## src/rtl/crc8_cfr_pkg.sv

```systemverilog
// ----------------------------------------------------------------------------
// crc8_cfr_pkg
// Types, constants and the CRC-8/MAXIM update shared by the frame receiver.
// ----------------------------------------------------------------------------
package crc8_cfr_pkg;

	localparam int unsigned MAX_FRAME  = 255;
	localparam int unsigned NUM_TGT    = 4;
	localparam logic [7:0]  CRC_POLY_R = 8'h8C;
	localparam logic [7:0]  OFFSET_MAX = 8'd252;
	localparam logic [7:0]  MIN_POS    = 8'd3;
	localparam logic [7:0]  HDR_BYTES  = 8'd2;
	localparam logic [7:0]  POS_MAX    = 8'hFF;
	localparam logic [7:0]  OVL_POS    = 8'(MAX_FRAME - 1);

	// register index, byte address is 4 * index
	typedef enum logic [2:0] {
		REG_CODE_ACCEL = 3'd0,
		REG_CODE_GYRO  = 3'd1,
		REG_CODE_MAG   = 3'd2,
		REG_CODE_PUB   = 3'd3,
		REG_SIZE_ACCEL = 3'd4,
		REG_SIZE_GYRO  = 3'd5,
		REG_SIZE_MAG   = 3'd6,
		REG_SIZE_PUB   = 3'd7
	} reg_idx_t;

	typedef enum logic [2:0] {
		TGT_NONE  = 3'd0,
		TGT_ACCEL = 3'd1,
		TGT_GYRO  = 3'd2,
		TGT_MAG   = 3'd3,
		TGT_PUB   = 3'd4
	} target_t;

	typedef struct packed {
		logic [NUM_TGT-1:0][7:0] code;
		logic [NUM_TGT-1:0][7:0] size;
	} cfg_t;

	typedef struct packed {
		logic [7:0] rx_byte;
		logic       is_final;
	} in_item_t;

	typedef struct packed {
		logic [7:0] payload_byte;
		logic [7:0] payload_offset;
		logic       payload_strobe;
		logic       frame_done;
		logic       frame_ok;
		target_t    target;
		logic [7:0] length_field;
	} res_t;

	// reflected crc-8, one byte, lsb first
	function automatic logic [7:0] crc8_update(input logic [7:0] crc, input logic [7:0] b);
		logic [7:0] v;
		v = crc ^ b;
		for (int k = 0; k < 8; k++) begin
			v = v[0] ? ((v >> 1) ^ CRC_POLY_R) : (v >> 1);
		end
		return v;
	endfunction

endpackage

```

## src/rtl/crc8_command_frame_receiver_unit.sv

```systemverilog
// ----------------------------------------------------------------------------
// crc8_command_frame_receiver_unit
// Framed command receiver with CRC-8/MAXIM check and target decode.
// ----------------------------------------------------------------------------
// a byte accepted into the input register passes to the result register, and
// so to m_tvalid, once the result register is free or draining
// throughput: one byte per cycle unless m_tready stalls the result register;
// set by the combinational crc update and counter logic between the registers
// reset: arst_n clears frame state and valid flags; codes reset to 0..3,
// sizes to 0
module crc8_command_frame_receiver_unit
	import crc8_cfr_pkg::*;
(
	input  logic        clk,
	input  logic        arst_n,
	input  logic        psel,
	input  logic        penable,
	input  logic        pwrite,
	input  logic [4:0]  paddr,
	input  logic [31:0] pwdata,
	output logic [31:0] prdata,
	output logic        pready,
	input  logic        s_tvalid,
	output logic        s_tready,
	input  logic [7:0]  s_tdata,   // rx_byte[7:0]
	input  logic        s_tlast,   // is_final
	output logic        m_tvalid,
	input  logic        m_tready,
	// payload_byte[7:0], payload_offset[15:8], frame_ok[16], target[19:17],
	// length_field[27:20], zero[31:28]
	output logic [31:0] m_tdata,
	output logic        m_tlast,   // frame_done
	output logic        m_tuser    // payload_strobe
);

	cfg_t     cfg;
	in_item_t in_item;
	in_item_t item;
	logic     fire;
	res_t     res;
	res_t     out_res;

	assign in_item.rx_byte  = s_tdata;
	assign in_item.is_final = s_tlast;

	crc8_cfr_regs u_regs (
		.clk     (clk),
		.arst_n  (arst_n),
		.psel    (psel),
		.penable (penable),
		.pwrite  (pwrite),
		.paddr   (paddr),
		.pwdata  (pwdata),
		.prdata  (prdata),
		.pready  (pready),
		.cfg     (cfg)
	);

	crc8_cfr_pipe u_pipe (
		.clk       (clk),
		.arst_n    (arst_n),
		.in_valid  (s_tvalid),
		.in_ready  (s_tready),
		.in_item   (in_item),
		.item      (item),
		.fire      (fire),
		.res       (res),
		.out_valid (m_tvalid),
		.out_ready (m_tready),
		.out_res   (out_res)
	);

	crc8_cfr_frame u_frame (
		.clk    (clk),
		.arst_n (arst_n),
		.cfg    (cfg),
		.item   (item),
		.fire   (fire),
		.res    (res)
	);

	assign m_tdata = {4'd0, out_res.length_field, out_res.target, out_res.frame_ok,
		out_res.payload_offset, out_res.payload_byte};
	assign m_tlast = out_res.frame_done;
	assign m_tuser = out_res.payload_strobe;

endmodule

```

## src/rtl/crc8_cfr_regs.sv

```systemverilog
// ----------------------------------------------------------------------------
// crc8_cfr_regs
// APB register file holding the command codes and required sizes.
// ----------------------------------------------------------------------------
module crc8_cfr_regs
	import crc8_cfr_pkg::*;
(
	input  logic        clk,
	input  logic        arst_n,
	input  logic        psel,
	input  logic        penable,
	input  logic        pwrite,
	input  logic [4:0]  paddr,
	input  logic [31:0] pwdata,
	output logic [31:0] prdata,
	output logic        pready,
	output cfg_t        cfg
);

	cfg_t     cfg_q;
	reg_idx_t idx;
	logic     wr_en;
	logic [7:0] rd_val;

	assign idx    = reg_idx_t'(paddr[4:2]);
	assign wr_en  = psel && penable && pwrite && pready;
	assign pready = 1'b1;
	assign cfg    = cfg_q;

	always_ff @(posedge clk or negedge arst_n) begin
		if (!arst_n) begin
			cfg_q.code <= {8'd3, 8'd2, 8'd1, 8'd0};
			cfg_q.size <= '0;
		end else if (wr_en) begin
			unique case (idx)
				REG_CODE_ACCEL: cfg_q.code[0] <= pwdata[7:0];
				REG_CODE_GYRO:  cfg_q.code[1] <= pwdata[7:0];
				REG_CODE_MAG:   cfg_q.code[2] <= pwdata[7:0];
				REG_CODE_PUB:   cfg_q.code[3] <= pwdata[7:0];
				REG_SIZE_ACCEL: cfg_q.size[0] <= pwdata[7:0];
				REG_SIZE_GYRO:  cfg_q.size[1] <= pwdata[7:0];
				REG_SIZE_MAG:   cfg_q.size[2] <= pwdata[7:0];
				REG_SIZE_PUB:   cfg_q.size[3] <= pwdata[7:0];
				default:        cfg_q <= cfg_q;
			endcase
		end
	end

	always_comb begin
		unique case (idx)
			REG_CODE_ACCEL: rd_val = cfg_q.code[0];
			REG_CODE_GYRO:  rd_val = cfg_q.code[1];
			REG_CODE_MAG:   rd_val = cfg_q.code[2];
			REG_CODE_PUB:   rd_val = cfg_q.code[3];
			REG_SIZE_ACCEL: rd_val = cfg_q.size[0];
			REG_SIZE_GYRO:  rd_val = cfg_q.size[1];
			REG_SIZE_MAG:   rd_val = cfg_q.size[2];
			REG_SIZE_PUB:   rd_val = cfg_q.size[3];
			default:        rd_val = '0;
		endcase
	end

	assign prdata = {24'd0, rd_val};

endmodule

```

## src/rtl/crc8_cfr_frame.sv

```systemverilog
// ----------------------------------------------------------------------------
// crc8_cfr_frame
// Per-frame state (crc, position, header) and the result for one byte.
// ----------------------------------------------------------------------------
module crc8_cfr_frame
	import crc8_cfr_pkg::*;
(
	input  logic     clk,
	input  logic     arst_n,
	input  cfg_t     cfg,
	input  in_item_t item,
	input  logic     fire,
	output res_t     res
);

	logic [7:0] crc_q;
	logic [7:0] pos_q;
	logic [7:0] cmd_q;
	logic [7:0] len_q;
	logic       overlong_q;

	logic [7:0] crc_nxt;
	logic [7:0] pos_diff;
	logic       hit;
	logic [1:0] tgt_idx;
	logic [7:0] size_sel;

	assign crc_nxt  = crc8_update(crc_q, item.rx_byte);
	assign pos_diff = pos_q - HDR_BYTES;

	// first matching code wins
	always_comb begin
		hit     = 1'b0;
		tgt_idx = '0;
		for (int t = NUM_TGT - 1; t >= 0; t--) begin
			if (cmd_q == cfg.code[t]) begin
				hit     = 1'b1;
				tgt_idx = 2'(t);
			end
		end
	end

	assign size_sel = cfg.size[tgt_idx];

	always_comb begin
		res                = '0;
		res.payload_byte   = item.rx_byte;
		res.target         = TGT_NONE;
		if (!item.is_final) begin
			if (pos_q >= HDR_BYTES) begin
				res.payload_strobe = 1'b1;
				res.payload_offset = (pos_diff > OFFSET_MAX) ? OFFSET_MAX : pos_diff;
			end
		end else begin
			res.frame_done   = 1'b1;
			res.length_field = len_q;
			if (hit) res.target = target_t'({1'b0, tgt_idx} + 3'd1);
			res.frame_ok = (crc_q == item.rx_byte) && (pos_q >= MIN_POS) && hit &&
				!overlong_q && (len_q == size_sel) && (len_q <= pos_diff);
		end
	end

	always_ff @(posedge clk or negedge arst_n) begin
		if (!arst_n) begin
			crc_q      <= '0;
			pos_q      <= '0;
			cmd_q      <= '0;
			len_q      <= '0;
			overlong_q <= 1'b0;
		end else if (fire) begin
			if (item.is_final) begin
				crc_q      <= '0;
				pos_q      <= '0;
				cmd_q      <= '0;
				len_q      <= '0;
				overlong_q <= 1'b0;
			end else begin
				crc_q <= crc_nxt;
				if (pos_q == 8'd0) cmd_q <= item.rx_byte;
				if (pos_q == 8'd1) len_q <= item.rx_byte;
				if (pos_q >= OVL_POS) overlong_q <= 1'b1;
				if (pos_q != POS_MAX) pos_q <= pos_q + 8'd1;
			end
		end
	end

	a_ok_needs_done: assert property (@(posedge clk) disable iff (!arst_n)
		res.frame_ok |-> res.frame_done && res.target != TGT_NONE)
		else $error("verdict ok outside a final byte or without a target");

	a_final_clears: assert property (@(posedge clk) disable iff (!arst_n)
		fire && item.is_final |=> pos_q == 8'd0 && crc_q == 8'd0 && !overlong_q)
		else $error("frame state not cleared after final byte");

	a_overlong_pos: assert property (@(posedge clk) disable iff (!arst_n)
		overlong_q |-> pos_q > OVL_POS || pos_q == OVL_POS)
		else $error("overlong set below the frame limit");

	a_strobe_excl: assert property (@(posedge clk) disable iff (!arst_n)
		!(res.payload_strobe && res.frame_done))
		else $error("payload strobe on a final byte");

endmodule

```

## src/rtl/crc8_cfr_pipe.sv

```systemverilog
// ----------------------------------------------------------------------------
// crc8_cfr_pipe
// Input register and result register with stream back-pressure.
// ----------------------------------------------------------------------------
module crc8_cfr_pipe
	import crc8_cfr_pkg::*;
(
	input  logic     clk,
	input  logic     arst_n,
	input  logic     in_valid,
	output logic     in_ready,
	input  in_item_t in_item,
	output in_item_t item,
	output logic     fire,
	input  res_t     res,
	output logic     out_valid,
	input  logic     out_ready,
	output res_t     out_res
);

	logic     valid_s1;
	in_item_t item_s1;
	logic     valid_s2;
	res_t     res_s2;
	logic     advance;

	// stage 1 moves on whenever the result register is free or being drained
	assign advance  = !valid_s2 || out_ready;
	assign fire     = valid_s1 && advance;
	assign in_ready = !valid_s1 || advance;
	assign item     = item_s1;

	always_ff @(posedge clk or negedge arst_n) begin
		if (!arst_n) begin
			valid_s1 <= 1'b0;
			valid_s2 <= 1'b0;
		end else begin
			if (in_ready) valid_s1 <= in_valid;
			if (advance)  valid_s2 <= valid_s1;
		end
	end

	always_ff @(posedge clk) begin
		if (in_valid && in_ready) item_s1 <= in_item;
		if (fire)                 res_s2  <= res;
	end

	assign out_valid = valid_s2;
	assign out_res   = res_s2;

endmodule
```

## config.mk

```make
export PLATFORM = sky130hd
export DESIGN_NAME = crc8_command_frame_receiver_unit
export DESIGN_NICKNAME = d
export VERILOG_FILES = /design/src/rtl/crc8_cfr_pkg.sv /design/src/rtl/crc8_command_frame_receiver_unit.sv /design/src/rtl/crc8_cfr_regs.sv /design/src/rtl/crc8_cfr_frame.sv /design/src/rtl/crc8_cfr_pipe.sv
export SDC_FILE = /design/constraint.sdc
export NUM_CORES = 1
export LEC_CHECK = 0
export ABC_CLOCK_PERIOD_IN_PS = 3500
export BUFFER_PORTS_ARGS = -buffer_cell sky130_fd_sc_hd__buf_2
export CAP_MARGIN = 20
export CORE_MARGIN = 5
export CORE_UTILIZATION = 57
export CTS_CLUSTER_SIZE = 24
export DETAILED_ROUTE_END_ITERATION = 8
export PLACE_DENSITY = 0.86
export SETUP_SLACK_MARGIN = 0.4
export SLEW_MARGIN = 15
export SYNTH_ARGS = -nofsm -noshare
export SYNTH_HDL_FRONTEND = slang
export SYNTH_SLANG_ARGS = --single-unit
```

## constraint.sdc

```tcl
create_clock -name clk -period 3.5 [get_ports clk]
set_input_delay 0.175 -clock clk [delete_from_list [all_inputs] [get_ports clk]]
set_output_delay 0.175 -clock clk [all_outputs]
set_load 0.05 [all_outputs]
```

==> results.md, run 1 <==
Outcome:
- The run finished with clean final reports.

Synthesis:
- After synthesis the netlist holds a flip-flop and latch count of 138.
- The synthesized instance count is 639.
- After synthesis the cells add up to roughly 0.0074 mm².
- The main combinational cell family by area after synthesis is compound AO/OA/AOI/OAI gates.
- Summing the areas of all and, or, nand and nor instances in the mapped netlist gives between 10 and 15% of the synthesized area.
- The number of distinct library cells after synthesis is 68.
- In this run the mean area of a mapped cell was 11.6 µm².
- Summing the areas of all compound-gate instances in the mapped netlist gives 11.7% of the synthesized area.
- The most frequently used flop master after synthesis is dfrtp_1.
- The count of yosys warnings during synthesis is 0.
- Summing the areas of all xor and xnor instances in the mapped netlist gives 8.38% of the synthesized area.
- The portion of synthesized area spent on multiplexers is 11.0%.
- After Yosys synthesis, full adders, half adders and majority gates account for 2.87% of the synthesized area.
- For this run, asynchronously set or reset flops after synthesis account for 71.7%.
- Counting flops with a built-in enable in the synthesized netlist gives 39.
- Of the synthesized area, sequential elements account for 49.3%.

STA:
- The final critical delay including setup and external delays is 2940 ps.
- The final number of hold-violating endpoints is 0.
- At the pin with the least slew margin, the transition time is roughly 930 ps.
- The count of pins over their slew limit is 0.
- The total of endpoints with negative setup slack in the final report is 0.
- The worst-case clock skew is 13.1 ps.
- For this run, the top clock speed supported by timing is approximately 340 MHz.
- The fraction of the cycle the final worst path needs is 84.1%.
- Setup repair after global routing left no endpoint under its margin.
- Measured against its own limit, the worst slew margin works out to 37.7%.
- The final sum of negative setup slack is 0 ps.
- The post-layout worst setup margin is around 560 ps.

Power:
- Internal power comes to 4090 µW.
- The clock network fraction of total power is a little over a quarter.
- In this run the power spent charging and discharging nets is 2560 µW.
- In this run, flip-flops and latches consume 35.6% of the power.
- Dividing total power by cell area gives a power density of between 700 and 800 mW/mm².
- The leakage power is approximately 0.0038 µW.
- The switching part of the total power is 38.6%.
- The combinational fraction of design power is 37.5%.
- The worst-case IR drop observed on VDD is between 400 and 500 µV.
- Total power for the finished layout comes to 6650 µW.

Finish:
- Compared with the post-synthesis result, the final layout area differs by 15.4%.
- The non-filler instance count after layout is 900.
- The number of antenna diodes in the final layout is 0.
- The fraction of layout cells with a size suffix above 1 is roughly 28%.
- The final standard cell area without fillers is roughly 0.0085 mm².
- Across the whole layout, storage elements account for 0.00365 mm².
- The net total in the final layout is roughly 790.
- The area used by multi-input combinational logic is between 0.003 and 0.004 mm².
- The layout filler cell count is 939.

Detailed routing:
- Detailed routing inserted a total of 5406 vias.
- The final layout contains routed wiring with a total length of 18.7 mm.
- In the routed layout, each cell is associated on average with a via count of 6.01.
- The count of unresolved DRC violations after routing is 0.
- The average wire per cell in the routed design is 20.7 µm.
- The first-pass iteration count of the detailed router is 5.
- After the first detailed-routing iteration, the DRC count stood at 561.
- The count of nets left with antenna violations once routing finished came out at 0.

Global routing:
- The initial antenna violation count is 0.
- The maximum number of pins on one net before global-route repair is 82.
- For this run, the total global-route usage over all layers was measured as 25.5%.
- The first global-routing pass estimated 29.6 mm of wire.
- The via count of the first global-routing pass is 5457.
- The overflow left after global routing is 0.

Clock network:
- The CTS buffer count is 17.
- The number of setup buffers added after CTS is 0.
- The clock latency on the worst-skew pair is 430 ps.
- The cell chosen for the clock root is clkbuf_16.
- The number of buffers on the longest clock path is 2.
- Clock-pin slew was measured on the worst setup and hold paths at about 60 ps.
- The total number of clock tree sinks is approximately 140.
- TritonCTS built the clock tree.
- The number of H-tree levels is 4.

Worst hold path:
- The path category of the worst min-delay check is in -> reg.

Critical path:
- In this run the worst path has a maximum fanout of 7.
- The worst setup path is captured at a register.
- The critical path in this run is classified as reg -> reg.
- The critical path required time is around 3700 ps.
- The worst setup path is launched from a register.
- Data on the critical path arrives at its endpoint at 3180 ps.

Floorplan:
- The floorplan step set the die width to 124 µm.
- Once the floorplan was initialized, standard cells occupied 58.4% of the core.
- The die area is 0.0154 mm².
- The count of pins on the block boundary is 122.
- The vertical extent of the die is approximately 120 µm.
- The row count is 41.
- The floorplan step defined a core boundary enclosing 0.0127 mm².

Place:
- OpenSTA, run right after detailed placement, puts the worst setup slack at around 470 ps.
- The global placer's final weighted congestion is 0.966.
- After detailed placement, the design holds a cell count of around 860.
- The count of buffers inserted at the top-level ports is 66.
- Once detailed placement completed, the half-perimeter wirelength came to 13.2 mm.
- The placed cell area is between 0.007 and 0.008 mm².

Run:
- The count of maximum capacitance violations is 0.
[logic make-up after synthesis]
| logic type | Yosys count |
|---|---|
| flip-flops | 138 |
| AO/OA/AOI/OAI | 116 |
| adder cells (fa/ha/maj) | 17 |
| buffers and inverters | 72 |
| other | 2 |
| AND/OR/NAND/NOR | 152 |
| multiplexers | 72 |
| XOR/XNOR | 70 |
[what timing repair did]
item	CTS	global route
endpoints found under the setup margin	0	1
endpoints found under the hold margin	88	0
gates resized for setup	0	10
hold buffers	11	0
[power groups by stage]
stage          sequential (µW)  combinational [µW]  clock, µW
2_1_floorplan             2380                1810          0
3_3_place_gp              2350                2260          0
3_5_place_dp              2370                2360          0
4_1_cts                   2350                2380       1800
5_1_grt                   2400                2690       1890
6_report                  2370                2500       1790
[placed cells by master (no fill, tap or decap), drive strengths merged, types with 3 or more instances in the layout]
cell type    netlist  final
a21o               3      3
a21oi             28     28
a221oi             8      8
a22o              30     30
a22oi              7      7
a31oi              3      3
and2              10     10
and3               6      6
buf               43     74
clkbuf            12     21
clkinv             1      6
conb               2     29
dfrtp             95     95
dfstp              4      4
dlygate4sd3        0     11
edfxtp            39     39
ha                17     17
inv               16     21
mux2              66     66
mux2i              5      5
nand2             27     27
nand2b             7      7
nand3             11     11
nand4              7      7
nor2              47     47
nor2b              4      4
nor3               9      9
nor4               9      9
o21ai             14     14
o221ai             6      6
o2bb2ai            3      3
or2                3      3
or3                3      3
or3b               3      3
xnor2             32     32
xor2              38     38
[routing by layer]
metal	vias up	track usage (%)	share of wire (%)	wire, µm
met1	2693	35.2	43	7970
met4	0	9.92	2.3	425
li1	2408	-	-	-
met2	267	39.4	47	8740
met3	38	5.77	8.2	1520
met5	-	0	0	0
[area by class of cell]
type	instances	share of cell area [%]
timing repair buffer	85	6.12
clock buffer	21	5.77
tap	172	2.52
inverter	17	0.747
sequential	138	42.8
clock inverter	11	1.20
multi-input combinational	456	40.9
[critical path, cell delays in order, from the launching register on]
cell and delay [ps]:
dfrtp_1 480, or3_4 410, or3b_4 420, xor2_2 180, ha_1 310, nand4_1 90, or2_2 300, a21oi_1 140
nand4_1 120, nor4b_2 300
[through the flow]
step	hold slack (ps)	utilization [%]
after detailed placement	353	61.2
after CTS	35.4	66.8
after global routing	41.4	67.4
final	42.1	67.4
after global placement	353	61.2
after floorplan	-121	-
[registers in the layout (all words and copies together), names as in the netlist]
register / cells
u_pipe.item: 9
u_frame.crc_q: 8
u_frame.pos_q: 8
u_frame.overlong_q: 1
u_regs.cfg: 64
u_pipe.valid_s1: 1
u_frame.len_q: 8
u_frame.cmd_q: 8
u_pipe.out_res: 30
u_pipe.out_valid: 1
[path summary, 6_finish.rpt]
| path | cells after the start | endpoint | start | slack (ps) |
|---|---|---|---|---|
| min in group asynchronous | 2 | u_regs.cfg[61] | arst_n | 190 |
| max in group asynchronous | 3 | u_regs.cfg[56] | arst_n | 2670 |
| worst max-delay path | 9 | u_pipe.out_res[11] | u_frame.pos_q[4] | 560 |
| worst min register to register | 1 | u_pipe.out_valid | u_pipe.valid_s1 | 520 |
| worst max register to register | 9 | u_pipe.out_res[11] | u_frame.pos_q[4] | 560 |
| worst min-delay path | 3 | u_pipe.out_valid | m_tready | 40 |
[Yosys cell counts, drive strengths merged, types with 3 or more instances]
| cell | number | area (µm²) |
|---|---|---|
| and2 | 10 | 62.6 |
| dfstp | 4 | 105 |
| or3b | 3 | 28.8 |
| dfrtp | 95 | 2380 |
| nor2b | 4 | 25.0 |
| o2bb2ai | 3 | 26.3 |
| nor3 | 9 | 45.0 |
| mux2 | 66 | 743 |
| mux2i | 5 | 50.1 |
| a221oi | 8 | 70.1 |
| nor2 | 47 | 176 |
| a21oi | 28 | 151 |
| edfxtp | 39 | 1170 |
| inv | 16 | 60.1 |
| o221ai | 6 | 58.8 |
| nand2 | 27 | 104 |
| xnor2 | 32 | 280 |
| ha | 17 | 213 |
| a31oi | 3 | 25.0 |
| o21ai | 14 | 70.1 |
| a21o | 3 | 22.5 |
| or2 | 3 | 18.8 |
| buf | 43 | 304 |
| xor2 | 38 | 340 |
| nand3 | 11 | 55.1 |
| or3 | 3 | 23.8 |
| a22oi | 7 | 52.6 |
| nand4 | 7 | 43.8 |
| clkbuf | 12 | 45.0 |
| a22o | 30 | 263 |
| nor4 | 9 | 90.1 |
| and3 | 6 | 38.8 |
| nand2b | 7 | 43.8 |
Power figures use the tool's default switching activity.
==> run 2, diff against run 1 <==
Settings changed: ABC_CLOCK_PERIOD_IN_PS 3500 to 2360, CORE_UTILIZATION 57 to 51, PLACE_DENSITY 0.86 to 0.81.
Clock period 3.5 ns to 2.36 ns, I/O delays scaled along.
==> results.md, run 2 (synthesis gave the netlist of run 1 again) <==
Global routing:
- The overflow left after global routing is 0 (unchanged).
- The initial antenna violation count is 0 (unchanged).
- The via count of the first global-routing pass is 6052 (+11%).
- The maximum number of pins on one net before global-route repair was 55 (-33%).
- The global router's overall resource usage is 25.9% (+0.39 points).
- The global-route wire length before repair is 33.2 mm (+12%).

Finish:
- The fraction of layout cells with a size suffix above 1 is 42.9% (+15 points).
- The net total in the final layout is 891 (+14%).
- The flip-flop count of the largest register after layout came to 64 (unchanged).
- The antenna diode count is 0 (unchanged).
- Leaving out fill and tap cells, the most frequent cells in the layout are 103 x buf_4, 87 x dfrtp_1, 64 x mux2_2.
- The non-filler instance count after layout is 1018 (+13%).
- Relative to the synthesized area, the layout overhead comes to 31.3%.
- Leaving out fill and tap cells, the most frequent cell in the layout is buf_4.

STA:
- The post-layout worst setup margin is -286 ps (-843 ps).
- The relative max-transition margin was 52.9% (+15 points).
- The fraction of the cycle the final worst path needs came to 112% (+28 points).
- The final sum of negative setup slack was -725 ps (-725 ps).
- The worst-case clock skew is 7.10 ps (-5.97 ps).
- The upper clock frequency limit was 378 MHz (+11%).
- The final number of hold-violating endpoints is 0 (unchanged).
- Setup repair after global routing could not meet its margin everywhere.
- The final critical delay including setup and external delays is 2650 ps (-297 ps).
- The total of endpoints with negative setup slack in the final report is 3 (+3).
- The actual slew at the worst max-slew pin came to 706 ps (-225 ps).
- The count of pins over their slew limit came to 0 (unchanged).

Critical path:
- The library cell contributing the largest single delay on the critical path is dfrtp_2.
- The most numerous cell type found on the critical path is buf_4.
- The kind of critical path is reg -> reg.
- The critical path's largest stage delay is 450 ps (-30 ps).
- The nature of the critical path startpoint is a register.
- The arrival time at the worst endpoint is 2830 ps (-350 ps).
- The destination of the critical timing path is u_pipe.out_res[11].
- The signal on the critical path passes through buf_4, xnor2_2, nand4_1, buf_4, o211ai_4, a21oi_4, buf_12, or3b_2, o2111ai_2, a2111oi_2, nor4b_2.
- The critical path required time is 2540 ps (-1200 ps).
- The startpoint of the most critical register-to-register path is u_frame.cmd_q[6].
- The critical path endpoint category is a register.
- The logic depth of the worst register-to-register path is 11 (+2).
- The register-to-register setup slack is -290 ps (-840 ps).
- The largest fanout on the critical path is 5 (-2).
- In this run the worst setup path begins at u_frame.cmd_q[6].
- In this run the critical register-to-register path is captured at u_pipe.out_res[11].

Place:
- The number of placed instances, taps included is 964 (+13%).
- The post-detailed-placement half-perimeter wirelength is 15.4 mm (+17%).
- The global placer's final weighted congestion is 1.02 (+5.2%).
- The count of buffers inserted at the top-level ports is 66 (unchanged).
- The pre-CTS setup slack was -384 ps (-852 ps).

Floorplan:
- The initial cell density of the core came to 51.5% (-6.9 points).
- The vertical extent of the die is 130 µm (+5.3%).
- The floorplan die width is 130 µm (+5.3%).
- The row count is 44 (+7.3%).
- The count of pins on the block boundary is 122 (unchanged).
- The die area was 0.0170 mm² (+11%).
- The placeable core region came to 0.0144 mm² (+13%).

Power:
- The largest vdd supply drop is 801 µV (+88%).
- The leakage power is 0.00442 µW (+15%).
- The power density normalized to cell area is 1170 mW/mm² (+50%).

Detailed routing:
- The via density per instance came to 5.83 (-2.9%).
- The number of nets with antenna violations after detailed routing is 0 (unchanged).
- The average wire per cell in the routed design is 21.1 µm (+1.8%).
- The final wirelength came to 21.5 mm (+15%).
- The count of vias placed by the detailed router is 5940 (+9.9%).
- The count of unresolved DRC violations after routing was 0 (unchanged).
- The iteration-0 DRC count of the detailed router is 528 (-5.9%).
- The first-pass iteration count of the detailed router came to 5 (unchanged).

Outcome:
- The run finished, with violations left.
- The checks that failed: negative setup slack.

Clock network:
- The number of H-tree levels is 4 (unchanged).
- The tree is rooted in a clkbuf_16.
- The clock latency on the worst-skew pair is 430 ps (about the same).
- The clock-pin slew on the worst setup and hold paths came to 60 ps (about the same).
- The CTS buffer count is 17 (unchanged).
- The clock tree from TritonCTS is yes.
- The number of buffers on the longest clock path is 2 (unchanged).
- The total number of clock tree sinks was 138 (unchanged).

Worst hold path:
- The path category of the worst min-delay check is in -> reg.

Run:
- The count of maximum capacitance violations is 0 (unchanged).
==> run 2: cell count changes in the layout (fill, tap and decap cells not counted), moves of 6 or more <==
| cell | delta |
|---|---|
| buf_4 | +95 |
| dfrtp_2 | +7 |
| dfrtp_1 | -7 |
| nor2_1 | -6 |
| xnor2_2 | +6 |
| xnor2_1 | -6 |
| buf_6 | +16 |
| buf_2 | -6 |
==> run 2: final cells by class <==
type / instances / area, µm²
clock inverter: 14 / 173
clock buffer: 18 / 429
multi-input combinational: 456 / 3770
tap: 184 / 230
inverter: 17 / 67.6
sequential: 138 / 3660
timing repair buffer: 191 / 1390
fill: 978 / 4640
==> run 2: timing repair <==
action	in CTS	in global routing
hold buffers	12	0
gates cloned	0	0
pin swaps	21	22
setup endpoints to repair	12	34
buffers inserted	6	4
resized for setup	44	51
endpoints found under the hold margin	58	0
==> run 2: worst max-delay path: cells and delay by family (launching register included) <==
family	cells	cell delay [ps]
AOI/OAI and AO/OA	4	550
buffers and inverters	3	480
xor gates and xnor gates	1	140
and+or+nand+nor	3	770
DFF	1	450
==> run 2: through the flow <==
stage          total power (µW)  area (µm²)  util (%)  hold slack (ps)
2_1_floorplan              6280        7560         -             -178
3_3_place_gp               7510        8520      59.3              197
3_5_place_dp               7710        8520      59.3              202
4_1_cts                   10800        9480      66.0             46.2
5_1_grt                   11900        9730      67.7             56.0
6_report                  11400        9730      67.7             63.4
==> run 2: worst min-delay path by stage <==
stage	start	end	depth (start not counted)
floorplan	arst_n	u_frame.cmd_q[0]	0
global placement	arst_n	u_regs.cfg[50]	1
detailed placement	arst_n	u_regs.cfg[53]	1
CTS	pwdata[1]	u_regs.cfg[9]	2
global route	pwdata[2]	u_regs.cfg[18]	2
finish	pwdata[2]	u_regs.cfg[18]	2
==> run 2: report_power, final <==
group	switching (µW)	internal [µW]
registers	512	2960
logic	2750	2410
clock network	1050	1660
==> run 2: metal layers <==
layer	track usage, %	vias up	routed length, µm
met5	0	-	0
li1	-	2627	-
met4	13.7	0	994
met3	6.50	74	1740
met1	33.4	2945	8440
met2	40.3	294	10300
==> run 3, diff against run 2 <==
Settings changed: SKIP_LAST_GASP set to 1, TNS_END_PERCENT set to 20.
==> results.md, run 3 (synthesis gave the netlist of run 1 again) <==
Critical path:
- Traced cell by cell, the critical path runs through xor2_1, nor4_4, o211ai_2, a21oi_4, mux2i_2, o2111ai_2, a2111oi_2, nor4b_2.
- Among all stages on the critical path, the largest delay is contributed by dfrtp_1.
- STA classifies the critical path startpoint as a register.
- The largest fanout on the critical path is 5 (unchanged).
- The arrival time at the worst endpoint was 2910 ps (+80 ps).
- The critical path required time was 2620 ps (+80 ps).
- The critical path endpoint category is a register.
- The kind of critical path is reg -> reg.
- The critical path's largest stage delay was 460 ps (about the same).

Detailed routing:
- The via density per instance is 5.72 (-2.0%).
- The count of vias placed by the detailed router is 5849 (-1.5%).
- The iteration-0 DRC count of the detailed router is 516 (-2.3%).
- The final wirelength is 20.7 mm (-3.5%).
- The average wire per cell in the routed design is 20.3 µm (-4.0%).
- The number of nets with antenna violations after detailed routing was 0 (unchanged).
- The first-pass iteration count of the detailed router is 6 (+1).
- The count of unresolved DRC violations after routing is 0 (unchanged).

STA:
- The relative max-transition margin was 57.8% (+4.9 points).
- The fraction of the cycle the final worst path needs is 112% (+0.29 points).
- The total of endpoints with negative setup slack in the final report was 3 (unchanged).
- The final number of hold-violating endpoints is 0 (unchanged).
- Setup repair after global routing could not meet its margin everywhere.
- The actual slew at the worst max-slew pin is 633 ps (-73.3 ps).
- The count of pins over their slew limit came to 0 (unchanged).
- The final sum of negative setup slack is -696 ps (+29.7 ps).
- The final critical delay including setup and external delays is 2650 ps (+6.79 ps).
- The worst hold slack across all endpoints is 29.4 ps (-34.0 ps).
- The post-layout worst setup margin is -293 ps (-6.79 ps).
- The upper clock frequency limit is 377 MHz (-0.26%).
- The worst-case clock skew was 8.03 ps (+0.931 ps).

Clock network:
- The number of H-tree levels is 4 (unchanged).
- The CTS buffer count is 17 (unchanged).
- In this run the clock root is driven by a clkbuf_16.
- The total number of clock tree sinks is 138 (unchanged).
- The clock-pin slew on the worst setup and hold paths is 60 ps (about the same).
- The clock latency on the worst-skew pair is 430 ps (about the same).
- The number of buffers on the longest clock path is 2 (unchanged).
- The clock tree from TritonCTS is yes.

Global routing:
- The overflow left after global routing is 0 (unchanged).
- The global router's overall resource usage is 25.1% (-0.77 points).
- The via count of the first global-routing pass is 5999 (-0.88%).
- The layer carrying the most global-route usage is met2.
- The met2 capacity usage during global routing is 40.7% (+0.36 points).
- The initial antenna violation count is 0 (unchanged).
- The met1 track utilization from global routing was 31.6% (-1.8 points).
- The routing usage on met3 is 6.99% (+0.49 points).
- The maximum number of pins on one net before global-route repair is 55 (unchanged).
- The global-route wire length before repair was 32.5 mm (-2.2%).

Power:
- The largest vdd supply drop came to 503 µV (-37%).
- The leakage power was 0.00440 µW (-0.43%).
- The power density normalized to cell area is 1150 mW/mm² (-1.8%).

Floorplan:
- The floorplan die width is 130 µm (unchanged).
- The row count is 44 (unchanged).
- The placeable core region is 0.0144 mm² (unchanged).
- The initial cell density of the core is 51.5% (unchanged).
- The die area is 0.0170 mm² (unchanged).
- The vertical extent of the die was 130 µm (unchanged).
- The count of pins on the block boundary is 122 (unchanged).

Finish:
- The layout filler cell count was 1059 (+8.3%).
- The antenna diode count was 0 (unchanged).
- The library cells used most frequently in the layout, excluding fill and tap cells, are 116 x buf_4, 91 x dfrtp_1, 66 x mux2_2.
- The library cell used most frequently in the layout, excluding fill and tap cells, is buf_4.
- The flip-flop count of the largest register after layout was 64 (unchanged).
- The fraction of layout cells with a size suffix above 1 came to 38.7% (-4.2 points).
- The net total in the final layout is 896 (+0.56%).
- The area added between synthesis and finish is 28.0%.

Worst hold path:
- The path category of the worst min-delay check is in -> reg.

Outcome:
- The final reports fail on negative setup slack.
- The run finished, with violations left.

Place:
- The global placer's final weighted congestion is 0.921 (-9.4%).
- The count of buffers inserted at the top-level ports came to 66 (unchanged).
- The post-detailed-placement half-perimeter wirelength is 15.1 mm (-2.0%).

Run:
- The count of maximum capacitance violations came to 0 (unchanged).
run 3: final cells by class:
class | count | area, µm² | area share, %
Clock buffer | 19 | 464 | 4.90
Sequential cell | 138 | 3660 | 38.6
Timing Repair Buffer | 196 | 1360 | 14.3
Tap cell | 184 | 230 | 2.43
Inverter | 17 | 63.8 | 0.673
Clock inverter | 13 | 129 | 1.36
Multi-Input combinational cell | 456 | 3570 | 37.7
run 3: where the power goes:
| part | internal, µW | leakage [µW] | switching [µW] | total, µW |
|---|---|---|---|---|
| Combinational | 2240 | 0.00245 | 2540 | 4780 |
| Clock | 1560 | 0.000297 | 1080 | 2640 |
| Sequential | 2960 | 0.00165 | 483 | 3440 |
| Total | 6760 | 0.00440 | 4100 | 10900 |
run 3: per-layer routing:
metal | vias to the layer above | part of all wire [%]
met3 | 60 | 8.1
met1 | 2879 | 40
met5 | - | 0
met4 | 0 | 3.3
li1 | 2641 | -
met2 | 269 | 48
run 3: metrics by stage:
step | setup WS, ps | std cells | area [µm²] | util, % | total power [µW]
global placement | -282 | 971 | 8570 | 59.7 | 7580
global route | -434 | 1023 | 9480 | 66.0 | 11400
finish | -293 | 1023 | 9480 | 66.0 | 10900
CTS | -271 | 1020 | 9410 | 65.5 | 10700
detailed placement | -420 | 971 | 8570 | 59.7 | 7760
floorplan | -191 | 666 | 7550 | - | 6280
run 3: final timing paths:
kind / start / end / slack, ps / depth (start not counted)
hold reg to reg: u_frame.crc_q[7] / u_frame.crc_q[7] / 530 / 1
setup reg to reg: u_frame.cmd_q[3] / u_pipe.out_res[11] / -290 / 8
setup / recovery: u_frame.cmd_q[3] / u_pipe.out_res[11] / -290 / 8
hold / removal: m_tready / u_pipe.out_valid / 30 / 3
max in group asynchronous: arst_n / u_regs.cfg[49] / 1370 / 3
min in group asynchronous: arst_n / u_regs.cfg[36] / 250 / 2
run 3: worst max-delay path: cells and delay by family, from the launching register on:
family          cells  cell delay, ps
xor+xnor            1             200
compound gates      4             970
flops               1             460
simple gates        2             550
mux                 1             290
run 3: timing repair:
| action | in CTS | in global routing |
|---|---|---|
| resized for setup | 18 | 7 |
| hold buffers | 12 | 0 |
| endpoints found under the hold margin | 52 | 0 |
| pin swaps | 11 | 7 |
| setup endpoints to repair | 12 | 19 |
| setup buffers | 5 | 3 |
